`config.mk`:
```
export PLATFORM = sky130hd
export DESIGN_NAME = mips_subset_instruction_executor_top
export DESIGN_NICKNAME = d
export VERILOG_FILES = /design/src/sv/msie_pkg.sv /design/src/sv/msie_regfile.sv /design/src/sv/msie_exec.sv /design/src/sv/mips_subset_instruction_executor_top.sv
export SDC_FILE = /design/constraint.sdc
export NUM_CORES = 2
export LEC_CHECK = 0
export ABC_AREA = 0
export BUFFER_PORTS_ARGS = -buffer_cell sky130_fd_sc_hd__buf_2
export CAP_MARGIN = 20
export CORE_ASPECT_RATIO = 2
export CORE_MARGIN = 3
export CORE_UTILIZATION = 39
export DETAILED_ROUTE_END_ITERATION = 16
export GPL_ROUTABILITY_DRIVEN = 0
export HOLD_SLACK_MARGIN = 0.06
export PLACE_DENSITY = 0.64
export SETUP_SLACK_MARGIN = 0.15
export SYNTH_ARGS = -nofsm -noshare
export SYNTH_HDL_FRONTEND = slang
export SYNTH_SLANG_ARGS = --single-unit
```
`constraint.sdc`:
```
create_clock -name clk -period 27.2 [get_ports clk]
set_clock_uncertainty 0.15 [all_clocks]
set_input_delay 8.16 -clock clk [delete_from_list [all_inputs] [get_ports clk]]
set_output_delay 8.16 -clock clk [all_outputs]
set_load 0.02 [all_outputs]
```
`src/sv/msie_pkg.sv`:
```
`timescale 1ns / 1ps

package msie_pkg;

	localparam int RegCount = 32;
	localparam int RegAddrW = $clog2(RegCount);

	localparam logic [5:0] OP_SPECIAL     = 6'd0;
	localparam logic [5:0] OP_SPECIAL_ALT = 6'd28;
	localparam logic [5:0] OP_BEQ         = 6'd4;
	localparam logic [5:0] OP_BNE         = 6'd5;
	localparam logic [5:0] OP_ADDI        = 6'd8;
	localparam logic [5:0] OP_SLTI        = 6'd10;
	localparam logic [5:0] OP_ANDI        = 6'd12;
	localparam logic [5:0] OP_ORI         = 6'd13;
	localparam logic [5:0] OP_LUI         = 6'd15;

	localparam logic [10:0] FN_SYSCALL = 11'd12;
	localparam logic [10:0] FN_ADD     = 11'd32;
	localparam logic [10:0] FN_SUB     = 11'd34;
	localparam logic [10:0] FN_AND     = 11'd36;
	localparam logic [10:0] FN_OR      = 11'd37;
	localparam logic [10:0] FN_SLT     = 11'd42;
	localparam logic [10:0] FN_MUL     = 11'd2;

	localparam logic [31:0] CALL_PRINT_INT  = 32'd1;
	localparam logic [31:0] CALL_PRINT_CHAR = 32'd11;
	localparam logic [31:0] CALL_EXIT       = 32'd10;

	localparam logic [RegAddrW-1:0] REG_V0 = RegAddrW'(2);
	localparam logic [RegAddrW-1:0] REG_A0 = RegAddrW'(4);

	typedef enum logic [2:0] {
		ACT_CONTINUE   = 3'd0,
		ACT_BRANCH     = 3'd1,
		ACT_PRINT_INT  = 3'd2,
		ACT_PRINT_CHAR = 3'd3,
		ACT_EXIT       = 3'd4,
		ACT_BAD_CALL   = 3'd5
	} action_t;

	typedef struct packed {
		logic                en;
		logic [RegAddrW-1:0] addr;
		logic [31:0]         data;
	} reg_wr_t;

	typedef struct packed {
		action_t             action;
		logic signed [15:0]  branch_offset;
		logic signed [31:0]  print_value;
		logic signed [31:0]  bad_call_code;
	} result_t;

endpackage

```
`src/sv/msie_regfile.sv`:
```
`timescale 1ns / 1ps

module msie_regfile (
	input  logic                             clk,
	input  logic                             arst_n,
	input  logic                             rd_en,
	input  logic [msie_pkg::RegAddrW-1:0]    rs_addr,
	input  logic [msie_pkg::RegAddrW-1:0]    rt_addr,
	input  msie_pkg::reg_wr_t                wr,
	output logic [31:0]                      rs_data,
	output logic [31:0]                      rt_data,
	output logic [31:0]                      v0_data,
	output logic [31:0]                      a0_data
);
	import msie_pkg::*;

	logic [31:0]         mem [RegCount];
	logic [RegCount-1:0] valid_q;
	logic [31:0]         v0_q;
	logic [31:0]         a0_q;

	logic [31:0] rs_mem_s1;
	logic [31:0] rt_mem_s1;
	logic [31:0] byp_data_s1;
	logic        rs_vld_s1;
	logic        rt_vld_s1;
	logic        rs_byp_s1;
	logic        rt_byp_s1;

	// Entries read as zero until written; register zero is never written.
	always_ff @(posedge clk or negedge arst_n) begin
		if (!arst_n) begin
			valid_q <= '0;
			v0_q    <= '0;
			a0_q    <= '0;
		end else if (wr.en) begin
			valid_q[wr.addr] <= 1'b1;
			if (wr.addr == REG_V0) begin
				v0_q <= wr.data;
			end
			if (wr.addr == REG_A0) begin
				a0_q <= wr.data;
			end
		end
	end

	always_ff @(posedge clk) begin
		if (wr.en) begin
			mem[wr.addr] <= wr.data;
		end
		if (rd_en) begin
			rs_mem_s1 <= mem[rs_addr];
			rt_mem_s1 <= mem[rt_addr];
		end
	end

	// A write on the same edge as a read is forwarded to the read port.
	always_ff @(posedge clk or negedge arst_n) begin
		if (!arst_n) begin
			rs_vld_s1 <= 1'b0;
			rt_vld_s1 <= 1'b0;
			rs_byp_s1 <= 1'b0;
			rt_byp_s1 <= 1'b0;
		end else if (rd_en) begin
			rs_vld_s1 <= valid_q[rs_addr];
			rt_vld_s1 <= valid_q[rt_addr];
			rs_byp_s1 <= wr.en && (wr.addr == rs_addr);
			rt_byp_s1 <= wr.en && (wr.addr == rt_addr);
		end
	end

	always_ff @(posedge clk) begin
		if (rd_en) begin
			byp_data_s1 <= wr.data;
		end
	end

	assign rs_data = rs_byp_s1 ? byp_data_s1 : (rs_vld_s1 ? rs_mem_s1 : '0);
	assign rt_data = rt_byp_s1 ? byp_data_s1 : (rt_vld_s1 ? rt_mem_s1 : '0);
	assign v0_data = v0_q;
	assign a0_data = a0_q;

endmodule

```
`src/sv/msie_exec.sv`:
```
`timescale 1ns / 1ps

module msie_exec (
	input  logic [31:0]         instr,
	input  logic [31:0]         vs,
	input  logic [31:0]         vt,
	input  logic [31:0]         v0,
	input  logic [31:0]         a0,
	output msie_pkg::result_t   res,
	output msie_pkg::reg_wr_t   wr
);
	import msie_pkg::*;

	logic [5:0]          op;
	logic [10:0]         fn;
	logic [RegAddrW-1:0] rt;
	logic [RegAddrW-1:0] rd;
	logic [15:0]         imm16;
	logic [31:0]         imm;
	logic [31:0]         result;
	logic [RegAddrW-1:0] dest;
	logic                writes;

	assign op    = instr[31:26];
	assign fn    = instr[10:0];
	assign rt    = instr[20:16];
	assign rd    = instr[15:11];
	assign imm16 = instr[15:0];
	assign imm   = {{16{imm16[15]}}, imm16};

	always_comb begin
		res.action        = ACT_CONTINUE;
		res.branch_offset = '0;
		res.print_value   = '0;
		res.bad_call_code = '0;
		result            = '0;
		dest              = rt;
		writes            = 1'b0;
		unique case (op)
			OP_SPECIAL, OP_SPECIAL_ALT: begin
				dest = rd;
				unique case (fn)
					FN_SYSCALL: begin
						priority if (v0 == CALL_PRINT_INT) begin
							res.action      = ACT_PRINT_INT;
							res.print_value = a0;
						end else if (v0 == CALL_PRINT_CHAR) begin
							res.action      = ACT_PRINT_CHAR;
							res.print_value = a0;
						end else if (v0 == CALL_EXIT) begin
							res.action = ACT_EXIT;
						end else begin
							res.action        = ACT_BAD_CALL;
							res.bad_call_code = v0;
						end
					end
					FN_ADD: begin
						result = vs + vt;
						writes = 1'b1;
					end
					FN_SUB: begin
						result = vs - vt;
						writes = 1'b1;
					end
					FN_AND: begin
						result = vs & vt;
						writes = 1'b1;
					end
					FN_OR: begin
						result = vs | vt;
						writes = 1'b1;
					end
					FN_SLT: begin
						result = {31'd0, $signed(vs) < $signed(vt)};
						writes = 1'b1;
					end
					FN_MUL: begin
						result = vs * vt;
						writes = 1'b1;
					end
					default: begin
					end
				endcase
			end
			OP_BEQ: begin
				if (vs == vt) begin
					res.action        = ACT_BRANCH;
					res.branch_offset = imm16;
				end
			end
			OP_BNE: begin
				if (vs != vt) begin
					res.action        = ACT_BRANCH;
					res.branch_offset = imm16;
				end
			end
			OP_ADDI: begin
				result = vs + imm;
				writes = 1'b1;
			end
			OP_SLTI: begin
				result = {31'd0, $signed(vs) < $signed(imm)};
				writes = 1'b1;
			end
			OP_ANDI: begin
				result = vs & imm;
				writes = 1'b1;
			end
			OP_ORI: begin
				result = vs | imm;
				writes = 1'b1;
			end
			OP_LUI: begin
				result = {imm16, 16'd0};
				writes = 1'b1;
			end
			default: begin
			end
		endcase
	end

	assign wr.en   = writes && (dest != '0);
	assign wr.addr = dest;
	assign wr.data = result;

endmodule

```
`src/sv/mips_subset_instruction_executor_top.sv`:
```
`timescale 1ns / 1ps
// An instruction is held in an input register, then its result in the output register.
// Throughput: one instruction per cycle unless stalled; the register file read port is
// registered; the execute stage writes back as its result moves to the output register.
// Reset is asynchronous and clears the pipeline; every register then reads as zero.
// There is no clearing pass, so instructions are taken from the first cycle after reset.

module mips_subset_instruction_executor_top (
	input  logic                clk,
	input  logic                arst_n,
	input  logic                in_valid,
	output logic                in_ready,
	input  logic [31:0]         instruction,
	output logic                out_valid,
	input  logic                out_ready,
	output logic [2:0]          action,
	output logic signed [15:0]  branch_offset,
	output logic signed [31:0]  print_value,
	output logic signed [31:0]  bad_call_code
);
	import msie_pkg::*;

	logic        vld_s1;
	logic [31:0] instr_s1;
	logic        vld_s2;
	result_t     res_s2;

	logic        in_xfer;
	logic        move_s1;
	logic [31:0] vs;
	logic [31:0] vt;
	logic [31:0] v0;
	logic [31:0] a0;
	result_t     exec_res;
	reg_wr_t     exec_wr;
	reg_wr_t     wr;

	assign move_s1  = vld_s1 && (!vld_s2 || out_ready);
	assign in_ready = !vld_s1 || move_s1;
	assign in_xfer  = in_valid && in_ready;

	// The register write takes effect only once, when the instruction leaves the stage.
	assign wr.en   = move_s1 && exec_wr.en;
	assign wr.addr = exec_wr.addr;
	assign wr.data = exec_wr.data;

	msie_regfile u_regfile (
		.clk     (clk),
		.arst_n  (arst_n),
		.rd_en   (in_xfer),
		.rs_addr (instruction[25:21]),
		.rt_addr (instruction[20:16]),
		.wr      (wr),
		.rs_data (vs),
		.rt_data (vt),
		.v0_data (v0),
		.a0_data (a0)
	);

	msie_exec u_exec (
		.instr (instr_s1),
		.vs    (vs),
		.vt    (vt),
		.v0    (v0),
		.a0    (a0),
		.res   (exec_res),
		.wr    (exec_wr)
	);

	always_ff @(posedge clk or negedge arst_n) begin
		if (!arst_n) begin
			vld_s1 <= 1'b0;
			vld_s2 <= 1'b0;
		end else begin
			if (in_ready) begin
				vld_s1 <= in_valid;
			end
			if (!vld_s2 || out_ready) begin
				vld_s2 <= vld_s1;
			end
		end
	end

	always_ff @(posedge clk) begin
		if (in_xfer) begin
			instr_s1 <= instruction;
		end
		if (move_s1) begin
			res_s2 <= exec_res;
		end
	end

	assign out_valid     = vld_s2;
	assign action        = res_s2.action;
	assign branch_offset = res_s2.branch_offset;
	assign print_value   = res_s2.print_value;
	assign bad_call_code = res_s2.bad_call_code;

endmodule

```
==> impl_metrics.csv <==
group,metric,value,unit
setup_path,cp_num_buf_inv,2,
synthesis,synthMuxAreaShare,19.71,%
power_and_ir_drop,p_total,4.568,mW
finish,final_net_count,6543,
synthesis,synth_compound_area_share,5.315,%
synthesis,synthArstFlopShare,7.658,%
drt,dr_total_vias,54500,
drt,first_pass_iters,9,
drt,wl_per_cell,34.29,µm
setup_path,startpoint,"out_ready",
synthesis,synth_top_family_by_area,"multiplexers",
setup_path,worst_path_max_delay_cell,"nand3b_1",
synthesis,yosysTopAreaCell,"edfxtp_1",
drt,ant_nets,0,
setup_path,slowest_delay,0.18,ns
synthesis,synth.cell_area,82250,µm²
place,placed_cells,8404,
synthesis,synth-seq-area-share,48.01,%
synthesis,synth-edff-count,1230,
flow_run,drv_cap,0,
sta,finalCriticalPeriod,16.93,ns
die,initial_core_util,39.34,%
place,io_buffers,120,
global_route,grt_usage,27.74,%
cts,ctsHoldBuffers,0,
die,row_count,237,
setup_path,crit_path_frequent_cell,"buf_2",
finish,fill_cells,18600,
setup_path,worstSetupPathType,"primary input to output pin",
synthesis,ys.flop_type,"edfxtp_1",
hold_path,hp-class,"flop to flop",
cts,clock_path_buffers,3,
setup_path,r2r_slack,15.36,ns
global_route,grt_max_degree,121,
synthesis,synth_area_leaders,"edfxtp_1 (45%), mux4_2 (18%), fa_1 (10%)",
synthesis,yosys_register_bits,1332,
drt,first_iter_violations,5935,
sta,worst_pin_slew,1.292,ns
setup_path,endpoint_kind,"output pin",
die,ios,121,
synthesis,yosys.area_share.adder,14.79,%
sta,finalSetupViolCount,0,
global_route,grt_antenna_before_repair,31,
cts,post_cts_buffers,0,
synthesis,yosysWarningCount,0,
drt,wirelength,296.4,mm
sta,finalSetupTns,0,ns
cts,ctsRootBufferMaster,"clkbuf_16",
sta,hold_violations,0,
synthesis,synthCells,5684,
synthesis,synth_simple_gate_area_share,6.431,%
die,die_h,655.5,µm
cts,worstSkewPairLatency,0.80,ns
global_route,grt_pass1_wl,420.2,mm
finish,regArea,39490,µm²
hold_path,hold_start,"u_regfile.valid_q[0]",
sta,rsz0062_at_grt,"false",
power_and_ir_drop,p_leak,30.96,nW
setup_path,r2r_start,"u_regfile.rt_vld_s1",
synthesis,yosysUniqueCellTypes,97,
setup_path,cp.required,18.89,ns
run_status,outcome,"finished clean",
finish,drive_gt1_share,23.46,%
setup_path,critPathLaunchType,"primary input",
cts,cts_resized,0,
setup_path,crit_arrival,8.62,ns
sta,finalCritPeriodShare,62.26,%
sta,slew_headroom,13.90,%
cts,cts_tree,"done",
sta,fmax,59.05,MHz
synthesis,synth_top_area_share,44.90,%
power_and_ir_drop,irDropWorstVdd,0.05198,mV
power_and_ir_drop,powerDensity,50.25,nW/µm²
drt,vias_per_cell,6.303,
drt,drc,0,
cts,clkSinkCount,1332,
synthesis,syn_area_per_cell,14.47,µm²
cts,cts_made_buffers,110,
synthesis,synth_xor_area_share,1.550,%
cts,ctsHtreeMaxLevel,3,
die,core-area,209100,µm²
finish,area_growth,10.51,%
setup_path,crit_family,"buffers and inverters",
finish,layoutNonFillerInstCount,8646,
setup_path,path_cells,"buf_2 -> nand3b_1 -> buf_2",
global_route,grt_overflow_total,0,
setup_path,cp_max_fo,3,
sta,drv_slew,0,
sta,hold_ws,0.2524,ns
finish,multi_input_area,39850,µm²
die,dieWidth,330.7,µm
place,dp_hpwl,193.1,mm
cts,path_clk_slew,0.06,ns
die,dieArea,216800,µm²
global_route,grt_pass1_vias,57320,
state kept, by name, indices dropped and copies added, names as in the netlist:
signal / cells
print_value: 32
u_regfile.mem: 1024
branch_offset: 16
u_regfile.rt_vld_s1: 1
u_regfile.byp_data_s1: 32
u_regfile.rs_mem_s1: 32
u_regfile.rt_byp_s1: 1
u_regfile.rt_mem_s1: 32
u_regfile.valid_q: 32
vld_s1: 1
out_valid: 1
u_regfile.v0_data: 32
u_regfile.rs_vld_s1: 1
u_regfile.rs_byp_s1: 1
instr_s1: 27
action: 3
u_regfile.a0_data: 32
bad_call_code: 32
worst reg2reg max path: cells and delay by family (launching register included):
kind	cells	cell delay, ns
AND/OR/NAND/NOR	3	0.52
adder cells (fa/ha/maj)	9	4.33
buffers and inverters	8	2.04
flip-flops	1	0.38
AO/OA/AOI/OAI	8	3.68
XOR/XNOR	1	0.24
placed cells by master, fill, tap and decap left out, types with 94 or more instances in the layout:
master and count:
a21oi_1 154, inv_1 507, ha_1 315, nand2_1 335
xnor2_1 123, buf_2 112, edfxtp_1 1230, buf_4 169
mux4_2 660, o21ai_0 130, mux2_2 94, nor2_1 478
dfrtp_1 102, clkbuf_16 111, fa_1 411
stage by stage:
stage | utilization, % | worst slack (ns) | area [µm²]
global placement | 41.45 | 10.23 | 86650
finish | 43.48 | 10.27 | 90900
detailed placement | 41.46 | 10.27 | 86680
global route | 43.46 | 10.24 | 90850
CTS | 43.32 | 10.27 | 90570
floorplan | - | 10.45 | 82370
final cells by class:
| class | instances | area share (%) |
|---|---|---|
| multi-input cells | 3512 | 43.84 |
| clock inverters | 78 | 1.105 |
| well taps | 2748 | 3.783 |
| diodes | 21 | 0.05781 |
| inverters | 525 | 2.182 |
| clock buffers | 130 | 3.178 |
| flip-flops and latches | 1332 | 43.44 |
| repair buffers | 300 | 2.412 |
worst paths after layout:
| kind | cells after the start | endpoint |
|---|---|---|
| max | 3 | in_ready |
| min | 0 | u_regfile.valid_q[0] |
| max reg2reg | 29 | u_regfile.mem[23][25] |
| min reg2reg | 0 | u_regfile.valid_q[0] |
| max in group asynchronous | 2 | u_regfile.valid_q[22] |
| min in group asynchronous | 1 | u_regfile.v0_data[21] |
Yosys cell counts, drive strengths merged, types with 28 or more instances:
library cell,n
nand2,336
a22o,60
nor4,38
o21ai,152
a21o,33
dfrtp,102
buf,99
ha,315
xnor2,123
nor2,511
inv,517
a21oi,157
nor2b,28
clkbuf,247
mux4,660
and2,70
mux2,104
o21bai,29
nor3,35
or2,38
nand2b,28
nand3,30
fa,411
edfxtp,1230
layer usage:
layer | part of all wire (%) | track usage (%)
met3 | 9.4 | 8.014
met2 | 50 | 47.31
met4 | 11 | 25.05
met1 | 29 | 26.93
met5 | 0.063 | 0
cells by family after synthesis:
logic type | after synthesis
flops | 1332
simple gates | 1181
buf+inv | 871
mux | 778
fa+ha+maj | 726
compound gates | 651
xor+xnor | 144
other cells | 1
power by group:
part | leakage, nW | internal, mW | switching (mW)
clock network | 1.89 | 0.934 | 0.794
logic | 17.5 | 0.191 | 0.379
registers | 11.5 | 2.25 | 0.0214
No activity file was read; power rests on OpenSTA's default activity.
